**src/hw/rtl/dis_pkg.sv**
```systemverilog
package dis_pkg;

  localparam int Capacity = 16;
  localparam int IdxW = $clog2(Capacity);
  localparam int CntW = $clog2(Capacity + 1);

  localparam logic [1:0] KIND_STATUS = 2'd0;
  localparam logic [1:0] KIND_ENTRY  = 2'd1;
  localparam logic [1:0] KIND_EMPTY  = 2'd2;

  localparam logic [2:0] ST_NEW      = 3'd0;
  localparam logic [2:0] ST_EXTENDED = 3'd1;
  localparam logic [2:0] ST_MERGED   = 3'd2;
  localparam logic [2:0] ST_PRESENT  = 3'd3;
  localparam logic [2:0] ST_FULL     = 3'd4;

  localparam logic CMD_ADD  = 1'b0;
  localparam logic CMD_READ = 1'b1;

  typedef struct packed {
    logic               cmd;
    logic signed [31:0] value;
  } in_t;

  typedef struct packed {
    logic [1:0]         kind;
    logic [2:0]         status;
    logic signed [31:0] range_start;
    logic signed [31:0] range_end;
    logic [4:0]         interval_count;
    logic               last;
  } out_t;

endpackage

```
**src/hw/rtl/disjoint_interval_set.sv**
```systemverilog
// Add item: the stored intervals are scanned, entries are shifted when an interval
// is inserted or two merge, and a new or widened interval is written; one result.
// Read item: one result per stored interval; empty gives one. The next item is taken
// in the cycle of the last result. The interval memory has a registered read.
// Synchronous active-low reset empties the set; the memory itself is not cleared.
module disjoint_interval_set (
  input  logic          clk,
  input  logic          rst_n,
  input  logic          start,
  output logic          busy,
  input  dis_pkg::in_t  in_data,
  output logic          out_valid,
  output dis_pkg::out_t out_data
);
  import dis_pkg::*;

  // Sequencer states.
  localparam logic [3:0] S_IDLE = 4'd0;
  localparam logic [3:0] S_SRD  = 4'd1;  // issue read of scanned entry
  localparam logic [3:0] S_SEV  = 4'd2;  // compare scanned entry with the value
  localparam logic [3:0] S_MRD  = 4'd3;  // issue read of entry being moved
  localparam logic [3:0] S_MWR  = 4'd4;  // write moved entry to its new slot
  localparam logic [3:0] S_NEWW = 4'd5;  // write the new single-value interval
  localparam logic [3:0] S_ORD  = 4'd6;  // issue read for readout
  localparam logic [3:0] S_OEV  = 4'd7;  // emit one interval

  // Each memory word holds {start, end} of one interval, lowest first.
  logic [63:0] mem [Capacity];
  logic [63:0] rdata_r;

  logic [3:0]         state_r, state_nxt;
  logic [CntW-1:0]    cnt_r, cnt_nxt;
  logic [CntW-1:0]    i_r, i_nxt;
  logic [CntW-1:0]    pos_r, pos_nxt;
  logic               pos_set_r, pos_set_nxt;
  logic               lft_r, lft_nxt;
  logic               rgt_r, rgt_nxt;
  logic [IdxW-1:0]    lidx_r, lidx_nxt;
  logic [IdxW-1:0]    ridx_r, ridx_nxt;
  logic signed [31:0] lstart_r, lstart_nxt;
  logic signed [31:0] rend_r, rend_nxt;
  logic signed [31:0] val_r, val_nxt;
  logic               up_r, up_nxt;      // moving entries toward higher slots
  logic               ovalid_r, ovalid_nxt;
  out_t               out_r, out_nxt;

  logic               we;
  logic [IdxW-1:0]    waddr, raddr;
  logic [63:0]        wdata;

  logic signed [31:0] rd_start, rd_end;
  logic signed [32:0] v_x, s_m1, e_p1;

  assign rd_start = rdata_r[63:32];
  assign rd_end   = rdata_r[31:0];
  // Adjacency is tested one bit wider so that the integer extremes never wrap.
  assign v_x  = {val_r[31], val_r};
  assign s_m1 = {rd_start[31], rd_start} - 33'sd1;
  assign e_p1 = {rd_end[31], rd_end} + 33'sd1;

  assign busy      = (state_r != S_IDLE);
  assign out_valid = ovalid_r;
  assign out_data  = out_r;

  always_ff @(posedge clk) begin
    if (we) begin
      mem[waddr] <= wdata;
    end
    rdata_r <= mem[raddr];
  end

  always_comb begin
    state_nxt   = state_r;
    cnt_nxt     = cnt_r;
    i_nxt       = i_r;
    pos_nxt     = pos_r;
    pos_set_nxt = pos_set_r;
    lft_nxt     = lft_r;
    rgt_nxt     = rgt_r;
    lidx_nxt    = lidx_r;
    ridx_nxt    = ridx_r;
    lstart_nxt  = lstart_r;
    rend_nxt    = rend_r;
    val_nxt     = val_r;
    up_nxt      = up_r;
    ovalid_nxt  = 1'b0;
    out_nxt     = out_r;
    we          = 1'b0;
    waddr       = i_r[IdxW-1:0];
    wdata       = rdata_r;
    raddr       = i_r[IdxW-1:0];

    // An add status result is the most common; fields are refined below.
    unique case (state_r)
      S_IDLE: begin
        if (start) begin
          val_nxt     = in_data.value;
          i_nxt       = '0;
          pos_nxt     = cnt_r;
          pos_set_nxt = 1'b0;
          lft_nxt     = 1'b0;
          rgt_nxt     = 1'b0;
          state_nxt   = (in_data.cmd == CMD_READ) ? S_ORD : S_SRD;
        end
      end

      S_SRD: begin
        if (i_r == cnt_r) begin
          // Scan complete: decide what to do with the value.
          ovalid_nxt = 1'b1;
          out_nxt = '{kind: KIND_STATUS, status: ST_EXTENDED, range_start: '0,
                      range_end: '0, interval_count: 5'(cnt_r), last: 1'b1};
          state_nxt = S_IDLE;
          if (lft_r && rgt_r) begin
            we    = 1'b1;
            waddr = lidx_r;
            wdata = {lstart_r, rend_r};
            out_nxt.status = ST_MERGED;
            out_nxt.interval_count = 5'(cnt_r - 1'b1);
            cnt_nxt = cnt_r - 1'b1;
            // Close the hole left by the absorbed right interval.
            up_nxt = 1'b0;
            i_nxt  = CntW'(ridx_r) + 1'b1;
            if (CntW'(ridx_r) + 1'b1 < cnt_r) begin
              state_nxt  = S_MRD;
              ovalid_nxt = 1'b0;
            end
          end else if (lft_r) begin
            we    = 1'b1;
            waddr = lidx_r;
            wdata = {lstart_r, val_r};
          end else if (rgt_r) begin
            we    = 1'b1;
            waddr = ridx_r;
            wdata = {val_r, rend_r};
          end else if (cnt_r == CntW'(Capacity)) begin
            out_nxt.status = ST_FULL;
          end else begin
            ovalid_nxt = 1'b0;
            up_nxt     = 1'b1;
            i_nxt      = cnt_r - 1'b1;
            state_nxt  = (pos_r == cnt_r) ? S_NEWW : S_MRD;
          end
        end else begin
          state_nxt = S_SEV;
        end
      end

      S_SEV: begin
        if (val_r >= rd_start && val_r <= rd_end) begin
          ovalid_nxt = 1'b1;
          out_nxt = '{kind: KIND_STATUS, status: ST_PRESENT, range_start: '0,
                      range_end: '0, interval_count: 5'(cnt_r), last: 1'b1};
          state_nxt = S_IDLE;
        end else begin
          if (e_p1 == v_x) begin
            lft_nxt    = 1'b1;
            lidx_nxt   = i_r[IdxW-1:0];
            lstart_nxt = rd_start;
          end
          if (s_m1 == v_x) begin
            rgt_nxt  = 1'b1;
            ridx_nxt = i_r[IdxW-1:0];
            rend_nxt = rd_end;
          end
          if (!pos_set_r && rd_start > val_r) begin
            pos_set_nxt = 1'b1;
            pos_nxt     = i_r;
          end
          i_nxt     = i_r + 1'b1;
          state_nxt = S_SRD;
        end
      end

      S_MRD: begin
        state_nxt = S_MWR;
      end

      S_MWR: begin
        we = 1'b1;
        if (up_r) begin
          waddr = IdxW'(i_r + 1'b1);
          if (i_r == pos_r) begin
            state_nxt = S_NEWW;
          end else begin
            i_nxt     = i_r - 1'b1;
            state_nxt = S_MRD;
          end
        end else begin
          waddr = IdxW'(i_r - 1'b1);
          if (i_r + 1'b1 == cnt_r + 1'b1 || i_r + 1'b1 > cnt_r) begin
            // cnt_r already holds the merged count; the last moved entry was
            // the old top one.
            ovalid_nxt = 1'b1;
            out_nxt = '{kind: KIND_STATUS, status: ST_MERGED, range_start: '0,
                        range_end: '0, interval_count: 5'(cnt_r), last: 1'b1};
            state_nxt = S_IDLE;
          end else begin
            i_nxt     = i_r + 1'b1;
            state_nxt = S_MRD;
          end
        end
      end

      S_NEWW: begin
        we    = 1'b1;
        waddr = pos_r[IdxW-1:0];
        wdata = {val_r, val_r};
        cnt_nxt = cnt_r + 1'b1;
        ovalid_nxt = 1'b1;
        out_nxt = '{kind: KIND_STATUS, status: ST_NEW, range_start: '0,
                    range_end: '0, interval_count: 5'(cnt_r + 1'b1), last: 1'b1};
        state_nxt = S_IDLE;
      end

      S_ORD: begin
        if (cnt_r == '0) begin
          ovalid_nxt = 1'b1;
          out_nxt = '{kind: KIND_EMPTY, status: ST_NEW, range_start: '0,
                      range_end: '0, interval_count: '0, last: 1'b1};
          state_nxt = S_IDLE;
        end else begin
          state_nxt = S_OEV;
        end
      end

      S_OEV: begin
        ovalid_nxt = 1'b1;
        out_nxt = '{kind: KIND_ENTRY, status: ST_NEW, range_start: rd_start,
                    range_end: rd_end, interval_count: 5'(cnt_r),
                    last: (i_r + 1'b1 == cnt_r)};
        if (i_r + 1'b1 == cnt_r) begin
          state_nxt = S_IDLE;
        end else begin
          i_nxt     = i_r + 1'b1;
          state_nxt = S_ORD;
        end
      end

      default: begin
        state_nxt = S_IDLE;
      end
    endcase
  end

  always_ff @(posedge clk) begin
    if (!rst_n) begin
      state_r  <= S_IDLE;
      cnt_r    <= '0;
      ovalid_r <= 1'b0;
    end else begin
      state_r  <= state_nxt;
      cnt_r    <= cnt_nxt;
      ovalid_r <= ovalid_nxt;
    end
    i_r       <= i_nxt;
    pos_r     <= pos_nxt;
    pos_set_r <= pos_set_nxt;
    lft_r     <= lft_nxt;
    rgt_r     <= rgt_nxt;
    lidx_r    <= lidx_nxt;
    ridx_r    <= ridx_nxt;
    lstart_r  <= lstart_nxt;
    rend_r    <= rend_nxt;
    val_r     <= val_nxt;
    up_r      <= up_nxt;
    out_r     <= out_nxt;
  end

endmodule

```
**config.mk**
```make
export PLATFORM = sky130hd
export DESIGN_NAME = disjoint_interval_set
export DESIGN_NICKNAME = d
export VERILOG_FILES = /design/src/hw/rtl/dis_pkg.sv /design/src/hw/rtl/disjoint_interval_set.sv
export SDC_FILE = /design/constraint.sdc
export NUM_CORES = 2
export LEC_CHECK = 0
export ABC_AREA = 1
export BUFFER_PORTS_ARGS = -buffer_cell sky130_fd_sc_hd__buf_2
export CORE_UTILIZATION = 35
export CTS_BUF_LIST = sky130_fd_sc_hd__clkbuf_16
export CTS_CLUSTER_DIAMETER = 150
export DETAILED_ROUTE_END_ITERATION = 12
export GPL_ROUTABILITY_DRIVEN = 0
export PLACE_DENSITY_LB_ADDON = 0.25
export SKIP_LAST_GASP = 1
export SYNTH_ARGS = -nofsm -noshare
export SYNTH_HDL_FRONTEND = slang
export SYNTH_SLANG_ARGS = --single-unit
```
**constraint.sdc**
```tcl
create_clock -name clk -period 6.17 [get_ports clk]
set_input_delay 1.234 -clock clk [delete_from_list [all_inputs] [get_ports clk]]
set_output_delay 1.234 -clock clk [all_outputs]
set_load 0.03 [all_outputs]
```
# ---- Word-level counts from Yosys, hierarchy flattened
# Memories as Yosys holds them, arrays and structs flattened. A register that Yosys moved wholly into a read port is not among the register bits.
# Cells that the tools add are included.
dict set report word_totals {
  reg_bits 203
  ramBits 1024
  out_inout_bits 77
  word_cells 179
  mem_count 1
}
# name words width read_ports rd_ports_with_merged_regs wr line_no
set memory_table {}
lappend memory_table {mem 16 64 1 1 1 disjoint_interval_set.sv:28} ;# logic [63:0] mem [Capacity];
dict set report op_classes {
  add_sub_neg 7
  magnitude_cmp 5
  n_eq_ne 34
  n_mux 87
  bitwise_logic 1
  reduce_logical 24
}
# cell n
set ops {}
lappend ops {{$pmux 75 s6} 1}
lappend ops {{$mux 75} 5}
lappend ops {{$mux 64} 4}
lappend ops {{$pmux 64 s2} 1}
lappend ops {{$mux 5} 16}
lappend ops {{$eq 33x32->1} 2}
lappend ops {{$mux 3} 12}
lappend ops {{$mux 4} 9}
lappend ops {{$add 32x2->33 const B} 1}
lappend ops {{$sub 32x2->33 const B} 1}
lappend ops {{$ge 32x32->1} 1}
lappend ops {{$gt 32x32->1} 1}
lappend ops {{$le 32x32->1} 1}
lappend ops {{$pmux 4 s7} 1}
lappend ops {{$mux 1} 27}
lappend ops {{$eq 5x5->1} 5}
lappend ops {{$pmux 5 s5} 1}
lappend ops {{$ne 2x2->1 const B} 12}
lappend ops {{$pmux 5 s2} 2}
lappend ops {{$eq 4x3->1 const B} 4}
lappend ops {{$ne 3x3->1 const B} 5}
lappend ops {{$pmux 4 s3} 1}
lappend ops {{$reduce_and 4->1} 3}
lappend ops {{$add 5x1->5 const B} 2}
lappend ops {{27 further kinds} 40}

# ---- Depth between registers and ports, before layout
dict set report depth {
  ltp_word 8
  ltp_mapped 18
  depth_no_buf 18
}

# ---- Worst setup path after synthesis
# Ideal clock, no wire load.
dict set report synth_timing {
  path_kind {register to register}
  startpoint {register i_r[0]}
  endpoint {memory mem[0][0] (enable)}
  setup_time_ps 486
  arrival_time_ps 4884
  t_required_ps 5684
  path_slack_ps 800
  stages_incl_launch_ff 12
  n_path_buf 4
  synth_period_minus_slack_ps 5370
  path_cell_list {edfxtp_1 clkbuf_2 inv_1 buf_2 buf_2 buf_1 ha_1 xor2_1 o211ai_1 a21oi_1 nand2_1 nor2_1}
}
dict set report synth_via {
  elab_chain_len 5
  elab_cells_between_ends 13
  cone_classes {2 x add/sub; 1 x eq/ne; 10 x mux}
}
# element line_no
set synth_lines {}
lappend synth_lines {{start, declared} disjoint_interval_set.sv:33} ;# logic [CntW-1:0] i_r, i_nxt;
lappend synth_lines {{start signal, assigned} disjoint_interval_set.sv:256} ;# i_r <= i_nxt;
lappend synth_lines {{branches (longest 5 deep; another with $sub 5x1->5)} --}
lappend synth_lines {{end, declared} disjoint_interval_set.sv:28}
# Parallel ways; which one is timed is not known.

# ---- Final worst setup path
dict set report layout_timing {
  startpoint {register val_r[31]}
  endpoint {register rend_r[3] (enable)}
}
dict set report layout_via {
  elab_chain_len 4
  elab_cells_between_ends 6
  cone_classes {2 x order compare; 1 x eq/ne; 1 x bitwise; 2 x reduce/logical}
}
# element line_no
set layout_lines {}
lappend layout_lines {{start, declared} disjoint_interval_set.sv:42} ;# logic signed [31:0] val_r, val_nxt;
lappend layout_lines {{start signal, assigned} disjoint_interval_set.sv:265} ;# val_r <= val_nxt;
lappend layout_lines {{$ge 32x32->1 or $le 32x32->1 (tied branches)} disjoint_interval_set.sv:150} ;# if (val_r >= rd_start && val_r <= rd_end) begin
lappend layout_lines {{$logic_and 1x1->1} disjoint_interval_set.sv:150}
lappend layout_lines {{$not 1->1 (no source line)} --}
lappend layout_lines {{$reduce_and 3->1 (no source line) (*)} --}
lappend layout_lines {{end signal, assigned} disjoint_interval_set.sv:264} ;# rend_r <= rend_nxt;
lappend layout_lines {{end, declared} disjoint_interval_set.sv:41} ;# logic signed [31:0] rend_r, rend_nxt;
# Every way passes the cells marked *; elsewhere a longest branch is shown, timed or not.
# A chain may end at the register's enable or synchronous reset.

==> flow_metrics.env <==
export IMPL_dieArea_sq_mm=0.159
export IMPL_ctsHoldBuffers=0
export IMPL_syn_area_sq_mm=0.0552
export IMPL_drv_cap=0
export IMPL_vdd_ir_drop_max_v=0.000319
export IMPL_post_cts_buffers=0
export IMPL_setup_viol=0
export IMPL_path_max_fanout=29
export IMPL_slew_viol_final=0
export IMPL_ys_flop_type="edfxtp_1"
export IMPL_p_per_area_mw_per_mm2=542
export IMPL_cts_htree_levels=4
export IMPL_vias=39717
export IMPL_final_common_cell="edfxtp_1"
export IMPL_avgSynthCellArea_sq_um=11.6
export IMPL_crit_type="flop to flop"
export IMPL_syn_to_final_growth_pct=14.3
export IMPL_cts_resized=0
export IMPL_clkTransAtPathRegs_ns=0.06
export IMPL_critPathLaunchType="flop"
export IMPL_cts_tree="yes"
export IMPL_grt_pass1_wl_mm=258
export IMPL_totalWireLength_mm=179
export IMPL_cpPeakStageDelay_ns=0.94
export IMPL_numCtsBuffers=137
export IMPL_p_leak_nw=21.7
export IMPL_cp_num_buf_inv=2
export IMPL_crit_required_ns=6.64
export IMPL_dr_pass1_iters=8
export IMPL_fin_nets=4990
export IMPL_fin_worst_skew_ns=0.0313
export IMPL_synth_net_count=4884
export IMPL_relSlewSlack=0.166
export IMPL_min_period_ns=4.55
export IMPL_critPathCaptureType="flop"
export IMPL_clk_latency_ns=0.78
export IMPL_syn_inst=4768
export IMPL_grt_max_degree=179
export IMPL_setup_tns_ns=0
export IMPL_min_path_type="flop to flop"
export IMPL_worst_pin_slew_ns=1.25
export IMPL_ys_ff_latch=1290
export IMPL_antenna_left=0
export IMPL_wl_per_cell_um=25.4
export IMPL_synth_edff_count=1217
export IMPL_final_cell_mix="edfxtp_1, nor2_1, o21ai_0"
export IMPL_synthArstFlopShare=0
export IMPL_seq_area_frac_synth=0.689
export IMPL_die_h_um=399
export IMPL_grt_overflow=0
export IMPL_worst_path_most_repeated_cell="nand2_1"
export IMPL_drt_iter0_drc=5189
export IMPL_top_level_ports=113
export IMPL_dp_hpwl_mm=109
export IMPL_viasPerCell=5.64
export IMPL_fill_cells=14740
export IMPL_drc=0
export IMPL_arrival_ns=5.02
export IMPL_clock_path_buffers=3
export IMPL_path_delay_family="simple AND/OR/NAND/NOR gates"
export IMPL_rows=145
export IMPL_layout_drive_gt1_share=0.106
export IMPL_yosys_cell_types_count=50
export IMPL_initial_core_util=0.353
export IMPL_io_buffers=112
export IMPL_antenna_found_initial=9
export IMPL_final_area_sq_mm=0.0631
export IMPL_critPathSlowestCell="nor2_4"
export IMPL_timing_fmax_ghz=0.220
export IMPL_cp_cell_sequence="inv_1, ha_1, nand2_1, nor2_1, nand4_1, nor4_1, nand2_1, nand3_1, nand3_1, nand2_1, nand2_1, nor2_4, buf_4"
export IMPL_place_ws_ns=1.74
export IMPL_die_w_um=399
export IMPL_status="complete, no violations"
export IMPL_first_global_vias=36835
export IMPL_post_dp_cell_area_sq_mm=0.0586
export IMPL_fin_crit_sh=0.737
export IMPL_ys_warnings_count=0
export IMPL_core_area_sq_mm=0.156
export IMPL_rsz0062_at_grt="no"
export IMPL_cts_root_buffer="clkbuf_16"
export IMPL_grt_total_usage=0.220
export IMPL_clock_sinks=1290
export IMPL_hold_viol_final=0
export IMPL_layout_setup_ws_ns=1.62
==> power breakdown <==
part           internal, mW  switching, mW
registers              11.8          0.998
logic                  3.40           9.92
clock network          4.59           3.47
total                  19.8           14.4
==> sequential cells by signal (all words and copies together), names as in the netlist <==
register,cells
rdata_r,64
i_r,5
pos_set_r,1
state_r,3
out_valid,1
pos_r,5
rgt_r,1
up_r,1
lft_r,1
cnt_r,5
val_r,32
mem,1024
lstart_r,32
out_data,75
rend_r,32
lidx_r,4
ridx_r,4
==> cell usage after synthesis, drive strengths merged, types with 10 or more instances <==
library cell | count | share of area
o211ai | 18 | 0.0024
o21ai | 677 | 0.062
nand2 | 509 | 0.035
nor3 | 15 | 0.0014
nor2 | 935 | 0.066
inv | 199 | 0.014
xnor2 | 21 | 0.0033
o221ai | 81 | 0.013
edfxtp | 1217 | 0.66
xor2 | 51 | 0.0081
o22ai | 339 | 0.038
ha | 80 | 0.018
dfxtp | 73 | 0.026
clkbuf | 231 | 0.016
a22oi | 14 | 0.0019
nand4 | 25 | 0.0028
nand3 | 98 | 0.0093
buf | 38 | 0.0035
o311ai | 10 | 0.0016
a21oi | 97 | 0.0088
==> area by class of cell <==
class	count	area, sq um	area share
Multi-Input combinational cell	3009	15600	0.247
Inverter	200	768	0.0122
Tap cell	2058	2570	0.0408
Antenna cell	2	5.00	0.0000794
Sequential cell	1290	38000	0.603
Clock buffer	141	3530	0.0560
Timing Repair Buffer	236	1690	0.0268
Clock inverter	110	885	0.0140
==> per-layer routing <==
layer	part of all wire	wire length, um	track usage	vias to the layer above
met5	0.00019	34	0	-
met4	0.041	7290	0.0864	4
met3	0.086	15400	0.0358	389
met2	0.44	78000	0.327	2076
met1	0.44	78000	0.320	19658
li1	-	-	-	17590
==> worst register-to-register path, cell delays in order, from the launching register on <==
cell,delay (ns)
edfxtp_1,0.58
inv_1,0.21
ha_1,0.38
nand2_1,0.09
nor2_1,0.16
nand4_1,0.18
nor4_1,0.55
nand2_1,0.23
nand3_1,0.11
nand3_1,0.16
nand2_1,0.11
nand2_1,0.18
nor2_4,0.94
buf_4,0.36
==> metrics by stage <==
step | hold slack (ns) | util | std cells | power (mW)
2_1_floorplan | 0.435 | - | 4768 | 20.4
3_3_place_gp | 0.502 | 0.375 | 6793 | 25.9
3_5_place_dp | 0.499 | 0.375 | 6793 | 26.0
4_1_cts | 0.504 | 0.403 | 7044 | 34.1
5_1_grt | 0.535 | 0.403 | 7044 | 35.6
6_report | 0.517 | 0.403 | 7046 | 34.2
==> cell families after synthesis <==
kind of cell | share of synthesized area
and+or+nand+nor | 0.117
DFF | 0.689
AOI/OAI and AO/OA | 0.130
buffers and inverters | 0.0329
adders and majority gates | 0.0181
xor gates and xnor gates | 0.0122
==> worst paths after layout <==
check | startpoint | to | slack (ns) | depth (start not counted)
worst max-delay path | val_r[31] | rend_r[3] | 1.62 | 13
worst min-delay path | rdata_r[32] | lstart_r[0] | 0.52 | 0
worst max register to register | val_r[31] | rend_r[3] | 1.62 | 13
worst min register to register | rdata_r[32] | lstart_r[0] | 0.52 | 0
No activity file was read; power rests on OpenSTA's default activity.
